`config.mk`:
```
export PLATFORM = sky130hd
export DESIGN_NAME = job_shop_instance_generator_flat
export DESIGN_NICKNAME = d
export VERILOG_FILES = /design/src/jsig_pkg.sv /design/src/jsig_if.sv /design/src/jsig_mulmod.sv /design/src/job_shop_instance_generator.sv /design/src/flat_wrapper.sv
export SDC_FILE = /design/constraint.sdc
export NUM_CORES = 2
export LEC_CHECK = 0
export ABC_AREA = 1
export BUFFER_PORTS_ARGS = -buffer_cell sky130_fd_sc_hd__clkbuf_2
export CAP_MARGIN = 20
export CORE_AREA = 2 2 236 238
export DETAILED_ROUTE_END_ITERATION = 6
export DIE_AREA = 0 0 238 240
export GPL_ROUTABILITY_DRIVEN = 0
export PLACE_DENSITY = 0.75
export SLEW_MARGIN = 20
export SYNTH_ARGS = -nofsm -noshare
export SYNTH_HDL_FRONTEND = slang
export SYNTH_SLANG_ARGS = --single-unit
export TNS_END_PERCENT = 10
```
`constraint.sdc`:
```
create_clock -name clk -period 8 [get_ports clk]
set_clock_uncertainty 0.2 [all_clocks]
set_input_delay 0 -clock clk [delete_from_list [all_inputs] [get_ports clk]]
set_output_delay 0 -clock clk [all_outputs]
set_load 0.05 [all_outputs]
```
`src/jsig_pkg.sv`:
```
// Shared types and constants for the job-shop instance generator.
// Depends on nothing; every other file refers to it by scoped names.
`default_nettype none

package jsig_pkg;

  // minimal-standard generator: modulus 2^31-1 and multiplier
  localparam logic [30:0] LCG_MOD    = 31'h7FFF_FFFF;
  localparam logic [14:0] LCG_MUL    = 15'd16807;
  // processing times are drawn from 1..TIME_RANGE
  localparam logic [14:0] TIME_RANGE = 15'd99;

  // field widths of the channels
  localparam int unsigned SEED_W  = 31;
  localparam int unsigned MCNT_W  = 6;
  localparam int unsigned POS_W   = 5;
  localparam int unsigned MACH_W  = 5;
  localparam int unsigned PROC_W  = 7;
  localparam int unsigned CFG_IDX_W = 2;

  localparam logic [MCNT_W-1:0] MCNT_RESET = 6'd15;
  localparam logic [SEED_W-1:0] SEED_RESET = 31'd1;

  // configuration register indexes
  typedef enum logic [CFG_IDX_W-1:0] {
    CFG_PROC_SEED     = 2'd0,
    CFG_ORDER_SEED    = 2'd1,
    CFG_MACHINE_COUNT = 2'd2
  } cfg_idx_t;

  // sequencer states, one-hot
  typedef enum logic [11:0] {
    ST_IDLE   = 12'b0000_0000_0001,
    ST_T_MUL  = 12'b0000_0000_0010,
    ST_T_MOD  = 12'b0000_0000_0100,
    ST_T_SMUL = 12'b0000_0000_1000,
    ST_T_SCL  = 12'b0000_0001_0000,
    ST_O_MOD  = 12'b0000_0010_0000,
    ST_O_SMUL = 12'b0000_0100_0000,
    ST_O_SCL  = 12'b0000_1000_0000,
    ST_RD_O   = 12'b0001_0000_0000,
    ST_WR_I   = 12'b0010_0000_0000,
    ST_WR_O   = 12'b0100_0000_0000,
    ST_OUT    = 12'b1000_0000_0000
  } state_t;

  // request to the shared multiply / reduce unit
  typedef struct packed {
    logic              load;
    logic [30:0]       a;
    logic [14:0]       b;
  } mul_req_t;

  // reduced views of the registered product
  typedef struct packed {
    logic [30:0]       rem;   // product mod 2^31-1
    logic [15:0]       quot;  // floor(product / (2^31-1))
  } mul_rsp_t;

endpackage

`default_nettype wire

```
`src/jsig_if.sv`:
```
// Valid/ready channel interfaces: job request, operation result, register write.
// Depends on jsig_pkg for the field widths.
`default_nettype none

interface jsig_in_if;
  logic valid;
  logic ready;
  logic restart;
  modport source (output valid, output restart, input ready);
  modport sink   (input valid, input restart, output ready);
endinterface

interface jsig_out_if;
  logic                          valid;
  logic                          ready;
  logic [jsig_pkg::POS_W-1:0]    position;
  logic [jsig_pkg::MACH_W-1:0]   machine;
  logic [jsig_pkg::PROC_W-1:0]   processing;
  logic                          last;
  modport source (output valid, output position, output machine, output processing,
                  output last, input ready);
  modport sink   (input valid, input position, input machine, input processing,
                  input last, output ready);
endinterface

interface jsig_cfg_if;
  logic                            valid;
  logic                            ready;
  logic [jsig_pkg::CFG_IDX_W-1:0]  index;
  logic [jsig_pkg::SEED_W-1:0]     data;
  modport source (output valid, output index, output data, input ready);
  modport sink   (input valid, input index, input data, output ready);
endinterface

`default_nettype wire

```
`src/jsig_mulmod.sv`:
```
// Shared 31x15 multiplier with a registered product and Mersenne-modulus reduction.
// Depends on jsig_pkg for the request and response structs.
`default_nettype none

module jsig_mulmod (
  input  wire logic               clk,
  input  wire jsig_pkg::mul_req_t req,
  output jsig_pkg::mul_rsp_t      rsp
);

  logic [45:0] prod_nxt;
  logic [45:0] prod_r;
  logic [14:0] hi;
  logic [30:0] lo;
  logic [31:0] sum;
  logic        wrap;

  // multiply stage
  assign prod_nxt = req.a * req.b;

  always_ff @(posedge clk) begin
    if (req.load) begin
      prod_r <= prod_nxt;
    end
  end

  // p = hi*2^31 + lo = hi*M + (hi + lo), so one add and one compare settle both
  assign hi   = prod_r[45:31];
  assign lo   = prod_r[30:0];
  assign sum  = {1'b0, lo} + {17'b0, hi};
  assign wrap = (sum >= {1'b0, jsig_pkg::LCG_MOD});

  always_comb begin
    rsp.rem  = wrap ? 31'(sum - {1'b0, jsig_pkg::LCG_MOD}) : sum[30:0];
    rsp.quot = {1'b0, hi} + {15'b0, wrap};
  end

endmodule

`default_nettype wire

```
`src/job_shop_instance_generator.sv`:
```
// Job-shop instance generator: one job of operations per request transaction.
// Top level; depends on jsig_pkg, jsig_if.sv and jsig_mulmod.
//
// Channels: in_ch carries one job request (restart reloads both generators
// from the seed registers first). out_ch returns one transaction per operation,
// in position order, with last set on the final one. cfg_ch writes proc_seed,
// order_seed and machine_count by index; it is always ready and is meant to be
// written while no job is in progress.
// Sequence: a request is taken in the idle state, then each operation steps
// through T_MUL, T_MOD, T_SMUL, T_SCL, O_MOD, O_SMUL, O_SCL, RD_O, WR_I, WR_O
// and OUT, with the result shown in OUT. The sequence is shaped by the one
// shared 31x15 multiplier (two generator steps and two scalings per operation)
// and by the single read and single write port of the machine-order memory.
// A machine count of zero ends the job in the accept cycle with no result.
// in_ch.ready is high only between jobs. A stalled receiver holds the sequencer
// in its output state with the result stable until it is taken.
// Reset: seeds go to 1, machine count to 15, both generators to 0.

`default_nettype none

module job_shop_instance_generator #(
  parameter int MAX_MACHINES = 32
) (
  input  wire logic    clk,
  input  wire logic    rst_n,
  jsig_in_if.sink      in_ch,
  jsig_out_if.source   out_ch,
  jsig_cfg_if.sink     cfg_ch
);

  localparam int IDXW = $clog2(MAX_MACHINES);
  localparam int CNTW = $clog2(MAX_MACHINES + 1);

  jsig_pkg::state_t state_r, state_nxt;

  logic [jsig_pkg::SEED_W-1:0] proc_seed_r, order_seed_r;
  logic [jsig_pkg::MCNT_W-1:0] mcount_r;
  logic [30:0]                 tg_r, og_r;
  logic [CNTW-1:0]             mjob_r;
  logic [IDXW-1:0]             pos_r;
  logic [IDXW-1:0]             other_r;
  logic [IDXW-1:0]             vi_r;
  logic [jsig_pkg::PROC_W-1:0] proc_r;

  logic [jsig_pkg::POS_W-1:0]  out_pos_r;
  logic [jsig_pkg::MACH_W-1:0] out_mach_r;
  logic [jsig_pkg::PROC_W-1:0] out_proc_r;
  logic                        out_last_r;

  logic [CNTW-1:0]             m_sat;
  logic [CNTW-1:0]             span;
  logic                        last_op;
  logic                        in_acc;
  logic                        out_acc;

  jsig_pkg::mul_req_t          mreq;
  jsig_pkg::mul_rsp_t          mrsp;

  // machine order memory with per-entry valid bits (invalid reads as identity)
  logic [IDXW-1:0]             ord_mem [MAX_MACHINES];
  logic [MAX_MACHINES-1:0]     vld_r;
  logic                        rd_en, wr_en;
  logic [IDXW-1:0]             rd_addr, wr_addr, wr_data;
  logic [IDXW-1:0]             rd_data_r, rd_addr_r;
  logic                        rd_hit_r;
  logic [IDXW-1:0]             rd_val;
  logic [31:0]                 mach_ext;

  assign in_acc  = in_ch.valid && in_ch.ready;
  assign out_acc = out_ch.valid && out_ch.ready;

  // handshakes and result payload
  assign in_ch.ready       = (state_r == jsig_pkg::ST_IDLE);
  assign cfg_ch.ready      = 1'b1;
  assign out_ch.valid      = (state_r == jsig_pkg::ST_OUT);
  assign out_ch.position   = out_pos_r;
  assign out_ch.machine    = out_mach_r;
  assign out_ch.processing = out_proc_r;
  assign out_ch.last       = out_last_r;

  // machine count saturated to the memory depth
  always_comb begin
    if (32'(mcount_r) > 32'(MAX_MACHINES)) begin
      m_sat = CNTW'(MAX_MACHINES);
    end else begin
      m_sat = CNTW'(mcount_r);
    end
  end

  assign span    = mjob_r - CNTW'(pos_r);
  assign last_op = ((CNTW'(pos_r) + CNTW'(1)) == mjob_r);

  // configuration register writes
  always_ff @(posedge clk) begin
    if (!rst_n) begin
      proc_seed_r  <= jsig_pkg::SEED_RESET;
      order_seed_r <= jsig_pkg::SEED_RESET;
      mcount_r     <= jsig_pkg::MCNT_RESET;
    end else if (cfg_ch.valid && cfg_ch.ready) begin
      unique case (cfg_ch.index)
        jsig_pkg::CFG_PROC_SEED:     proc_seed_r  <= cfg_ch.data;
        jsig_pkg::CFG_ORDER_SEED:    order_seed_r <= cfg_ch.data;
        jsig_pkg::CFG_MACHINE_COUNT: mcount_r     <= cfg_ch.data[jsig_pkg::MCNT_W-1:0];
        default: ;
      endcase
    end
  end

  // shared multiplier request per sequencer step
  always_comb begin
    mreq.load = 1'b0;
    mreq.a    = tg_r;
    mreq.b    = jsig_pkg::LCG_MUL;
    unique case (state_r)
      jsig_pkg::ST_T_MUL: begin
        mreq.load = 1'b1;
      end
      jsig_pkg::ST_T_SMUL: begin
        mreq.load = 1'b1;
        mreq.b    = jsig_pkg::TIME_RANGE;
      end
      jsig_pkg::ST_T_SCL: begin
        mreq.load = 1'b1;
        mreq.a    = og_r;
      end
      jsig_pkg::ST_O_SMUL: begin
        mreq.load = 1'b1;
        mreq.a    = og_r;
        mreq.b    = 15'(span);
      end
      default: ;
    endcase
  end

  jsig_mulmod u_mulmod (
    .clk (clk),
    .req (mreq),
    .rsp (mrsp)
  );

  // memory port control for the swap
  always_comb begin
    rd_en   = 1'b0;
    rd_addr = pos_r;
    wr_en   = 1'b0;
    wr_addr = pos_r;
    wr_data = rd_val;
    unique case (state_r)
      jsig_pkg::ST_O_MOD: begin
        rd_en = 1'b1;
      end
      jsig_pkg::ST_RD_O: begin
        rd_en   = 1'b1;
        rd_addr = other_r;
      end
      jsig_pkg::ST_WR_I: begin
        wr_en = 1'b1;
      end
      jsig_pkg::ST_WR_O: begin
        wr_en   = 1'b1;
        wr_addr = other_r;
        wr_data = vi_r;
      end
      default: ;
    endcase
  end

  always_ff @(posedge clk) begin
    if (wr_en) begin
      ord_mem[wr_addr] <= wr_data;
    end
    if (rd_en) begin
      rd_data_r <= ord_mem[rd_addr];
      rd_addr_r <= rd_addr;
    end
  end

  // valid bits: cleared at the start of every job
  always_ff @(posedge clk) begin
    if (!rst_n) begin
      vld_r    <= '0;
      rd_hit_r <= 1'b0;
    end else begin
      if (in_acc) begin
        vld_r <= '0;
      end else if (wr_en) begin
        vld_r[wr_addr] <= 1'b1;
      end
      if (rd_en) begin
        rd_hit_r <= vld_r[rd_addr];
      end
    end
  end

  assign rd_val   = rd_hit_r ? rd_data_r : rd_addr_r;
  assign mach_ext = 32'(rd_val);

  // sequencer next state
  always_comb begin
    state_nxt = state_r;
    unique case (state_r)
      jsig_pkg::ST_IDLE: begin
        if (in_acc && (m_sat != '0)) begin
          state_nxt = jsig_pkg::ST_T_MUL;
        end
      end
      jsig_pkg::ST_T_MUL:  state_nxt = jsig_pkg::ST_T_MOD;
      jsig_pkg::ST_T_MOD:  state_nxt = jsig_pkg::ST_T_SMUL;
      jsig_pkg::ST_T_SMUL: state_nxt = jsig_pkg::ST_T_SCL;
      jsig_pkg::ST_T_SCL:  state_nxt = jsig_pkg::ST_O_MOD;
      jsig_pkg::ST_O_MOD:  state_nxt = jsig_pkg::ST_O_SMUL;
      jsig_pkg::ST_O_SMUL: state_nxt = jsig_pkg::ST_O_SCL;
      jsig_pkg::ST_O_SCL:  state_nxt = jsig_pkg::ST_RD_O;
      jsig_pkg::ST_RD_O:   state_nxt = jsig_pkg::ST_WR_I;
      jsig_pkg::ST_WR_I:   state_nxt = jsig_pkg::ST_WR_O;
      jsig_pkg::ST_WR_O:   state_nxt = jsig_pkg::ST_OUT;
      jsig_pkg::ST_OUT: begin
        if (out_acc) begin
          state_nxt = out_last_r ? jsig_pkg::ST_IDLE : jsig_pkg::ST_T_MUL;
        end
      end
      default: state_nxt = jsig_pkg::ST_IDLE;
    endcase
  end

  // sequencer state and generator registers
  always_ff @(posedge clk) begin
    if (!rst_n) begin
      state_r <= jsig_pkg::ST_IDLE;
      tg_r    <= '0;
      og_r    <= '0;
      mjob_r  <= '0;
      pos_r   <= '0;
    end else begin
      state_r <= state_nxt;
      if (in_acc) begin
        if (in_ch.restart) begin
          tg_r <= proc_seed_r;
          og_r <= order_seed_r;
        end
        mjob_r <= m_sat;
        pos_r  <= '0;
      end
      if (state_r == jsig_pkg::ST_T_MOD) begin
        tg_r <= mrsp.rem;
      end
      if (state_r == jsig_pkg::ST_O_MOD) begin
        og_r <= mrsp.rem;
      end
      if (out_acc && !out_last_r) begin
        pos_r <= pos_r + IDXW'(1);
      end
    end
  end

  // per-operation payload
  always_ff @(posedge clk) begin
    if (state_r == jsig_pkg::ST_T_SCL) begin
      proc_r <= jsig_pkg::PROC_W'(mrsp.quot) + jsig_pkg::PROC_W'(1);
    end
    if (state_r == jsig_pkg::ST_O_SMUL) begin
      vi_r <= rd_val;
    end
    if (state_r == jsig_pkg::ST_O_SCL) begin
      other_r <= pos_r + IDXW'(mrsp.quot);
    end
    if (state_r == jsig_pkg::ST_WR_I) begin
      out_pos_r  <= jsig_pkg::POS_W'(pos_r);
      out_mach_r <= mach_ext[jsig_pkg::MACH_W-1:0];
      out_proc_r <= proc_r;
      out_last_r <= last_op;
    end
  end

  // checks on the sequencer and arithmetic
  a_proc_range: assert property (@(posedge clk) disable iff (!rst_n)
    out_ch.valid |-> (out_ch.processing != '0) &&
                     ({8'b0, out_ch.processing} <= jsig_pkg::TIME_RANGE))
    else $error("processing time out of range");

  a_swap_range: assert property (@(posedge clk) disable iff (!rst_n)
    (state_r == jsig_pkg::ST_RD_O) |-> (other_r >= pos_r) && (CNTW'(other_r) < mjob_r))
    else $error("swap index outside the unshuffled part");

  a_job_end: assert property (@(posedge clk) disable iff (!rst_n)
    (out_acc && out_ch.last) |=> in_ch.ready)
    else $error("job did not end after its last operation");

  a_empty_job: assert property (@(posedge clk) disable iff (!rst_n)
    (in_acc && (m_sat == '0)) |=> (in_ch.ready && !out_ch.valid))
    else $error("empty job did not return to idle");

endmodule

`default_nettype wire

```
`src/flat_wrapper.sv`:
```
// flat-port wrapper written by rule: the top's interface ports become plain ports
module job_shop_instance_generator_flat 
#(
  parameter int MAX_MACHINES = 32
)
  (clk, rst_n, in_ch_valid, in_ch_restart, in_ch_ready, out_ch_valid, out_ch_position, out_ch_machine, out_ch_processing, out_ch_last, out_ch_ready, cfg_ch_valid, cfg_ch_index, cfg_ch_data, cfg_ch_ready);
  jsig_in_if in_ch_i ();
  jsig_out_if out_ch_i ();
  jsig_cfg_if cfg_ch_i ();
  input  wire logic clk;
  input  wire logic rst_n;
  input wire logic [$bits(in_ch_i.valid)-1:0] in_ch_valid;
  input wire logic [$bits(in_ch_i.restart)-1:0] in_ch_restart;
  output wire logic [$bits(in_ch_i.ready)-1:0] in_ch_ready;
  output wire logic [$bits(out_ch_i.valid)-1:0] out_ch_valid;
  output wire logic [$bits(out_ch_i.position)-1:0] out_ch_position;
  output wire logic [$bits(out_ch_i.machine)-1:0] out_ch_machine;
  output wire logic [$bits(out_ch_i.processing)-1:0] out_ch_processing;
  output wire logic [$bits(out_ch_i.last)-1:0] out_ch_last;
  input wire logic [$bits(out_ch_i.ready)-1:0] out_ch_ready;
  input wire logic [$bits(cfg_ch_i.valid)-1:0] cfg_ch_valid;
  input wire logic [$bits(cfg_ch_i.index)-1:0] cfg_ch_index;
  input wire logic [$bits(cfg_ch_i.data)-1:0] cfg_ch_data;
  output wire logic [$bits(cfg_ch_i.ready)-1:0] cfg_ch_ready;
  assign in_ch_i.valid = in_ch_valid;
  assign in_ch_i.restart = in_ch_restart;
  assign in_ch_ready = in_ch_i.ready;
  assign out_ch_valid = out_ch_i.valid;
  assign out_ch_position = out_ch_i.position;
  assign out_ch_machine = out_ch_i.machine;
  assign out_ch_processing = out_ch_i.processing;
  assign out_ch_last = out_ch_i.last;
  assign out_ch_i.ready = out_ch_ready;
  assign cfg_ch_i.valid = cfg_ch_valid;
  assign cfg_ch_i.index = cfg_ch_index;
  assign cfg_ch_i.data = cfg_ch_data;
  assign cfg_ch_ready = cfg_ch_i.ready;
  job_shop_instance_generator #(.MAX_MACHINES(MAX_MACHINES)) u_core (.clk(clk), .rst_n(rst_n), .in_ch(in_ch_i), .out_ch(out_ch_i), .cfg_ch(cfg_ch_i));
endmodule
```
After elaboration in Yosys (flattened, before gate mapping)
Memory sizes are Yosys's and may differ from the RTL's. A register that Yosys moved wholly into a read port is not among the register bits.
Index checks and enable logic that the tools add are counted.
W data, S select, Z words.

storage, ports and cells
  output and inout port bits = 21
  bits in writable memories = 160
  register bits after elaboration = 272
  word-level logic and storage cells = 106
  input port bits = 39
  memories kept = 1

memories
  memory          depth  bits a word  rd ports  clocked after memory_dff  write ports  RTL line                           source
  u_core.ord_mem  32     5            1         1                         1            job_shop_instance_generator.sv:60  logic [IDXW-1:0] ord_mem [MAX_MACHINES];

cells by class
  bitwise operators = 2
  equality and inequality tests = 17
  reductions and logical operators = 24
  multiply operators = 1
  $add $sub $neg = 8
  muxes and demuxes = 29
  magnitude comparators = 5

operators by type and width
  operator                  count
  $mux W31                  8
  $pmux W12 S12             1
  $mul A31 B15 Y46          1
  $add A31 B15 Y32          1
  $ge A32 B31 Y1 const B    1
  $or A32 B32 Y32           1
  $sub A31 B31 Y31 const B  1
  $mux W5                   6
  $pmux W15 S2              1
  $mux W12                  2
  $eq A12 B1 Y1 const B     1
  $eq A12 B10 Y1 const B    1
  $eq A12 B11 Y1 const B    1
  $eq A12 B12 Y1 const B    1
  $eq A12 B2 Y1 const B     1
  $eq A12 B3 Y1 const B     1
  $eq A12 B4 Y1 const B     1
  $eq A12 B5 Y1 const B     1
  $eq A12 B6 Y1 const B     1
  $eq A12 B7 Y1 const B     1
  $eq A12 B8 Y1 const B     1
  $eq A12 B9 Y1 const B     1
  $lt A5 B6 Y1 const B      2
  $reduce_and A2 Y1         6
  other kinds (25)          43

Depth between registers and ports, before layout
  word-level depth = 7
  gate-level depth with buffers = 40
  gate-level depth less buffers = 38

Cells and area by module
From an unflattened synthesis, not the netlist that was laid out.

unflattened totals
  cell total of the unflattened synthesis = 4,557
  area, all modules = 36,625.1 um2

modules (own cells, without submodules)
  module                       area each (um2)  seq. area each (um2)  times used  cells an instance
  jsig_mulmod                  19,825.3         1,381.3               1           2,739
  job_shop_instance_generator  16,799.9         9,879.5               1           1,818

Worst setup path after synthesis
OpenSTA, ideal clock, no wires.

  path kind = reg2reg
  start point = reg u_core.pos_r[2]
  end point = reg u_core.u_mulmod.prod_r[43], data pin
  library setup time = 0.269 ns
  stages on the path, launching flop included = 40
  path slack = 0.465 ns
  buffers on the path = 2
  required time = 7.531 ns
  arrival = 7.066 ns
  cell sequence = dfxtp_1 > clkbuf_1 > inv_1 > ha_1 > nand2_1 > nor2_1 > a211oi_1 > or2_2 > nand2_1 > a21oi_1 > xor2_1 > nand2_1 > inv_1 > clkbuf_1 > nor2_1 > fa_1 > inv_1 > fa_1 > (+4 left out) > inv_1 > fa_1 > inv_1 > fa_1 > inv_1 > ha_1 > nand2_1 > nor2_1 > inv_1 > nor2_1 > and3_1 > a21oi_1 > o21ai_0 > nand2_1 > nor2_1 > nand3_1 > nand2_1 > xor2_1

between the ends
  cells in the longest elaborated chain, start to end = 3

RTL lines
  what                              RTL line                            source
  start: declaration                job_shop_instance_generator.sv:40   logic [IDXW-1:0] pos_r;
  start signal: assignment          job_shop_instance_generator.sv:251  pos_r <= pos_r + IDXW'(1);
  $sub A6 B5 Y6                     job_shop_instance_generator.sv:90   assign span = mjob_r - CNTW'(pos_r);
  $pmux W15 S2                      job_shop_instance_generator.sv:114  unique case (state_r)
  $mul A31 B15 Y46                  jsig_mulmod.sv:19                   assign prod_nxt = req.a * req.b;
  via u_core.u_mulmod.prod_nxt[43]  jsig_mulmod.sv:11                   logic [45:0] prod_nxt;
  end signal: assignment            jsig_mulmod.sv:23                   prod_r <= prod_nxt;
  end: declaration                  jsig_mulmod.sv:12                   logic [45:0] prod_r;

The timed path passes the listed nets, and every way through them passes these cells.
A chain may end at the register's enable or synchronous reset.

Final worst setup path
  start point = reg u_core.mjob_r[0]
  end point = reg u_core.u_mulmod.prod_r[44], data pin

between the ends
  cells in the longest elaborated chain, start to end = 3

RTL lines
  what                              RTL line                            source
  start: declaration                job_shop_instance_generator.sv:39   logic [CNTW-1:0] mjob_r;
  start signal: assignment          job_shop_instance_generator.sv:241  mjob_r <= m_sat;
  $sub A6 B5 Y6                     job_shop_instance_generator.sv:90
  $pmux W15 S2                      job_shop_instance_generator.sv:114
  $mul A31 B15 Y46                  jsig_mulmod.sv:19
  via u_core.u_mulmod.prod_nxt[44]  jsig_mulmod.sv:11

The timed path passes the listed nets, and every way through them passes these cells.

==> results.md <==
* Number of CTS-inserted buffers at 46
* Maximum VDD drop at approximately 170 µV
* R2r worst-path depth at 35
* Syn Area/Cell at 8.19 µm²
* Avg WL per Cell at about 19 µm
* Number of synthesized flops with an enable pin at 251
* Largest family of logic cells by synthesized area: adder cells
* Fin area at 35,200 µm²
* HP Start: cfg_ch_data[2]
* Grt ovf at 0
* Final Non-Filler Cells at 4,708
* Yosys cell types at 55
* Placed Area at 32,500 µm²
* First-pass GRT wire length at 136 mm
* DR iter-0 viols at 2,648
* Most common flop cell mapped by yosys: edfxtp_1
* Synthesis-to-finish area growth at 12.8%
* Hold Crit Class: primary input to flip-flop
* Mux share of post-synthesis cell area at 0.180%
* Num rows at 86
* Fin crit share at 95.7%
* IO buf count at 58
* Cell type with the largest total area after synthesis: edfxtp_1
* Leakage power at 16.2 nW
* Final worst path period need at 7660 ps
* Post-synth ARST share at 0%
* Routed vias/inst at roughly 5.6
* Starting Density at about 57%
* Pins Over Slew Limit at 0
* Largest net degree at the start of global routing at 95
* Die area at roughly 57,000 µm²
* Simple-gate share of the synthesized area at around 20%
* Routed Antenna Nets at 0
* Final hold viol count at 0
* Drc violations at 1
* Clock Tree Root: clkbuf_16
* Post-DP HPWL at 63.4 mm
* Global Route Usage Sum at 30.6%
* Layout fillers at 4,444
* CP max stage cell: fa_1
* Hold path cells at 4
* Syn Inst Count at 3,814
* Most common library cells after synthesis: inv_1, nor2_1, nand2_1, o21ai_0, edfxtp_1
* Mapped Nets at between 4k and 5k
* Routed wire length at between 80 and 90 mm
* H-tree depth at 2
* RSZ-0062 raised after global routing: true
* Fin Setup TNS at 0 ps
* WS Path Type: flip-flop to flip-flop
* Clk_lat worst skew at 610 ps
* Cell area after synthesis at approximately 31,000 µm²
* Crit path max fanout at 16
* Setup slack, reg-to-reg at 340 ps
* Initial antenna violation count at 0
* Outcome: finished with violations
* Layout cells sized above 1 at 8.09%
* Pre-CTS setup slack at -41.6 ps
* Compound-Gate Fraction of Synth Area at 9.80%
* Yosys warnings at 0
* Layout net count at 4,403
* DR vias at about 27k
* Reg-to-reg endpoint: u_core.u_mulmod.prod_r[44]
* CTS tree: built
* Drt pass-1 iters at 7
* Yosys top cell area share at 24.1%
* Post-synthesis sequential area ratio at 36.0%
* Total of max-cap violations at 0
* Clock sinks at 437
* Antenna diode count at 0
* Die Wd at 238 µm
* Post-Synth Adder-Cell Area at 21.4%
* Reg2Reg Launch Point: u_core.mjob_r[0]
* WP data required at 8130 ps
* Tightest Pin Transition at 1130 ps
* CTS Buffer Depth at 3
* Clk slew on worst S/H paths at 60 ps
* XOR/XNOR Fraction of Synth Area at 2.05%
* Final core occ at 64.5%
* Core area at 54,700 µm²
* Top cells by area, synth: edfxtp_1, fa_1, dfxtp_1
* Crit-path max cell delay at 540 ps
* Highest Clock Rate at 0.131 GHz
* Top-Level Pins at 60
* CP most frequent cell: inv_1
* Worst relative slew slack at 24.1%
* Failing checks: design-rule violations
* Top-count cell post-synth: inv_1
* Power Dens Cells at around 160 nW/µm²
* Final WS setup at about 340 ps
* Die Span Y at 240 µm
* #FFs+latches synth at 437
* CP Data Arrival Time at roughly 8000 ps
* # setup viols final at 0
* Vias in the first global route at 25.7k
* Kind of start point of the critical path: flip-flop
* Hold EP: u_core.proc_seed_r[2]
* Crit end category: flip-flop
* Placed insts at 4,518
==> how the worst max path moves through the flow <==
stage                  startpoint                          to  slack [ps]  cells past startpoint
3_5_place_dp   u_core.state_r[10]  u_core.u_mulmod.prod_r[43]         -40                     35
5_1_grt           u_core.pos_r[1]  u_core.u_mulmod.prod_r[44]         -40                     34
4_1_cts         u_core.state_r[8]  u_core.u_mulmod.prod_r[43]          80                     35
3_3_place_gp   u_core.state_r[10]  u_core.u_mulmod.prod_r[43]         110                     35
6_report         u_core.mjob_r[0]  u_core.u_mulmod.prod_r[44]         340                     35
2_1_floorplan     u_core.pos_r[2]  u_core.u_mulmod.prod_r[43]         470                     39
==> sequential cells by signal, indices dropped and copies added, names as in the netlist <==
name                      count
u_core.u_mulmod.prod_r       46
u_core.order_seed_r          31
u_core.rd_addr_r              5
u_core.other_r                5
u_core.mjob_r                 6
u_core.proc_seed_r           31
u_core.pos_r                  5
u_core.tg_r                  31
u_core.og_r                  31
u_core.out_ch.position        5
u_core.out_ch.processing      7
u_core.state_r               12
u_core.mcount_r               6
u_core.vld_r                 32
u_core.vi_r                   5
u_core.proc_r                 7
u_core.out_ch.last            1
u_core.rd_data_r              5
u_core.out_ch.machine         5
u_core.rd_hit_r               1
u_core.ord_mem              160
==> stage by stage <==
step / hold slack, ps / power (mW)
global placement: 38.7 / 3.50
global route: 39.9 / 5.91
floorplan: -86.8 / 3.23
detailed placement: 46.4 / 3.52
finish: 32.1 / 5.69
CTS: 12.1 / 5.66
==> critical path: cells and delay by family (launching register included) <==
| kind | cells | cell delay (ps) |
|---|---|---|
| xor+xnor | 1 | 140 |
| fa+ha+maj | 9 | 4010 |
| compound gates | 7 | 1030 |
| buf+inv | 12 | 840 |
| simple gates | 6 | 840 |
| flops | 1 | 300 |
==> area by class of cell <==
| cell class | instances | area, µm² | area share, % |
|---|---|---|---|
| inverter | 711 | 2680 | 7.60 |
| timing repair buffer | 235 | 2000 | 5.68 |
| sequential | 437 | 11300 | 32.0 |
| clock inverter | 28 | 292 | 0.827 |
| clock buffer | 58 | 1200 | 3.40 |
| multi-input combinational | 2535 | 16900 | 48.0 |
| tap | 704 | 881 | 2.50 |
==> power by group <==
part / switching [mW] / leakage, nW / total, mW / internal [mW]
registers: 0.0397 / 3.51 / 2.47 / 2.43
logic: 0.723 / 11.9 / 1.08 / 0.355
clock network: 0.931 / 0.732 / 2.14 / 1.21
total: 1.69 / 16.2 / 5.69 / 3.99
==> logic make-up (layout without fill, tap and decap cells) <==
kind of cell	after synthesis	count (layout)
buffers and inverters	842	1032
flip-flops	437	437
multiplexers	5	5
AND/OR/NAND/NOR	1516	1516
AO/OA/AOI/OAI	542	542
XOR/XNOR	73	73
adder cells (fa/ha/maj)	398	398
other	1	1
==> repair_timing <==
item	in CTS	in global routing
setup endpoints to repair	2	16
resized for setup	1	33
pin swaps	0	4
hold buffers	96	0
endpoints found under the hold margin	138	0
setup buffers	0	5
gates cloned	0	2
==> layer usage <==
| layer | routed length, µm | vias to the layer above | share of wire (%) | global-route usage [%] |
|---|---|---|---|---|
| li1 | - | 12482 | - | - |
| met1 | 33300 | 12432 | 38 | 37.2 |
| met2 | 42500 | 1308 | 48 | 52.5 |
| met3 | 7280 | 329 | 8.2 | 4.74 |
| met4 | 5370 | 0 | 6.1 | 16.5 |
| met5 | 0 | - | 0 | 0 |
==> layout by cell type (no fill, tap or decap), types with 14 or more instances in the layout <==
| master | Yosys | final |
|---|---|---|
| or2_2 | 16 | 16 |
| nor2_1 | 641 | 639 |
| a21oi_1 | 135 | 131 |
| nand4_1 | 24 | 24 |
| nor3_1 | 21 | 20 |
| clkinv_2 | 0 | 14 |
| o211ai_1 | 17 | 17 |
| inv_1 | 691 | 685 |
| nand3_1 | 235 | 235 |
| fa_1 | 229 | 229 |
| edfxtp_1 | 251 | 251 |
| nor2_2 | 13 | 14 |
| xnor2_1 | 18 | 18 |
| o21ai_1 | 35 | 31 |
| clkbuf_16 | 0 | 48 |
| dlygate4sd3_1 | 0 | 96 |
| buf_4 | 1 | 71 |
| o221ai_1 | 42 | 42 |
| o21ai_0 | 255 | 249 |
| a31oi_1 | 16 | 16 |
| dfxtp_1 | 186 | 186 |
| inv_2 | 19 | 20 |
| clkbuf_2 | 0 | 58 |
| nand2_1 | 524 | 519 |
| ha_1 | 169 | 168 |
| xor2_1 | 55 | 55 |
No activity file was read; power rests on OpenSTA's default activity.
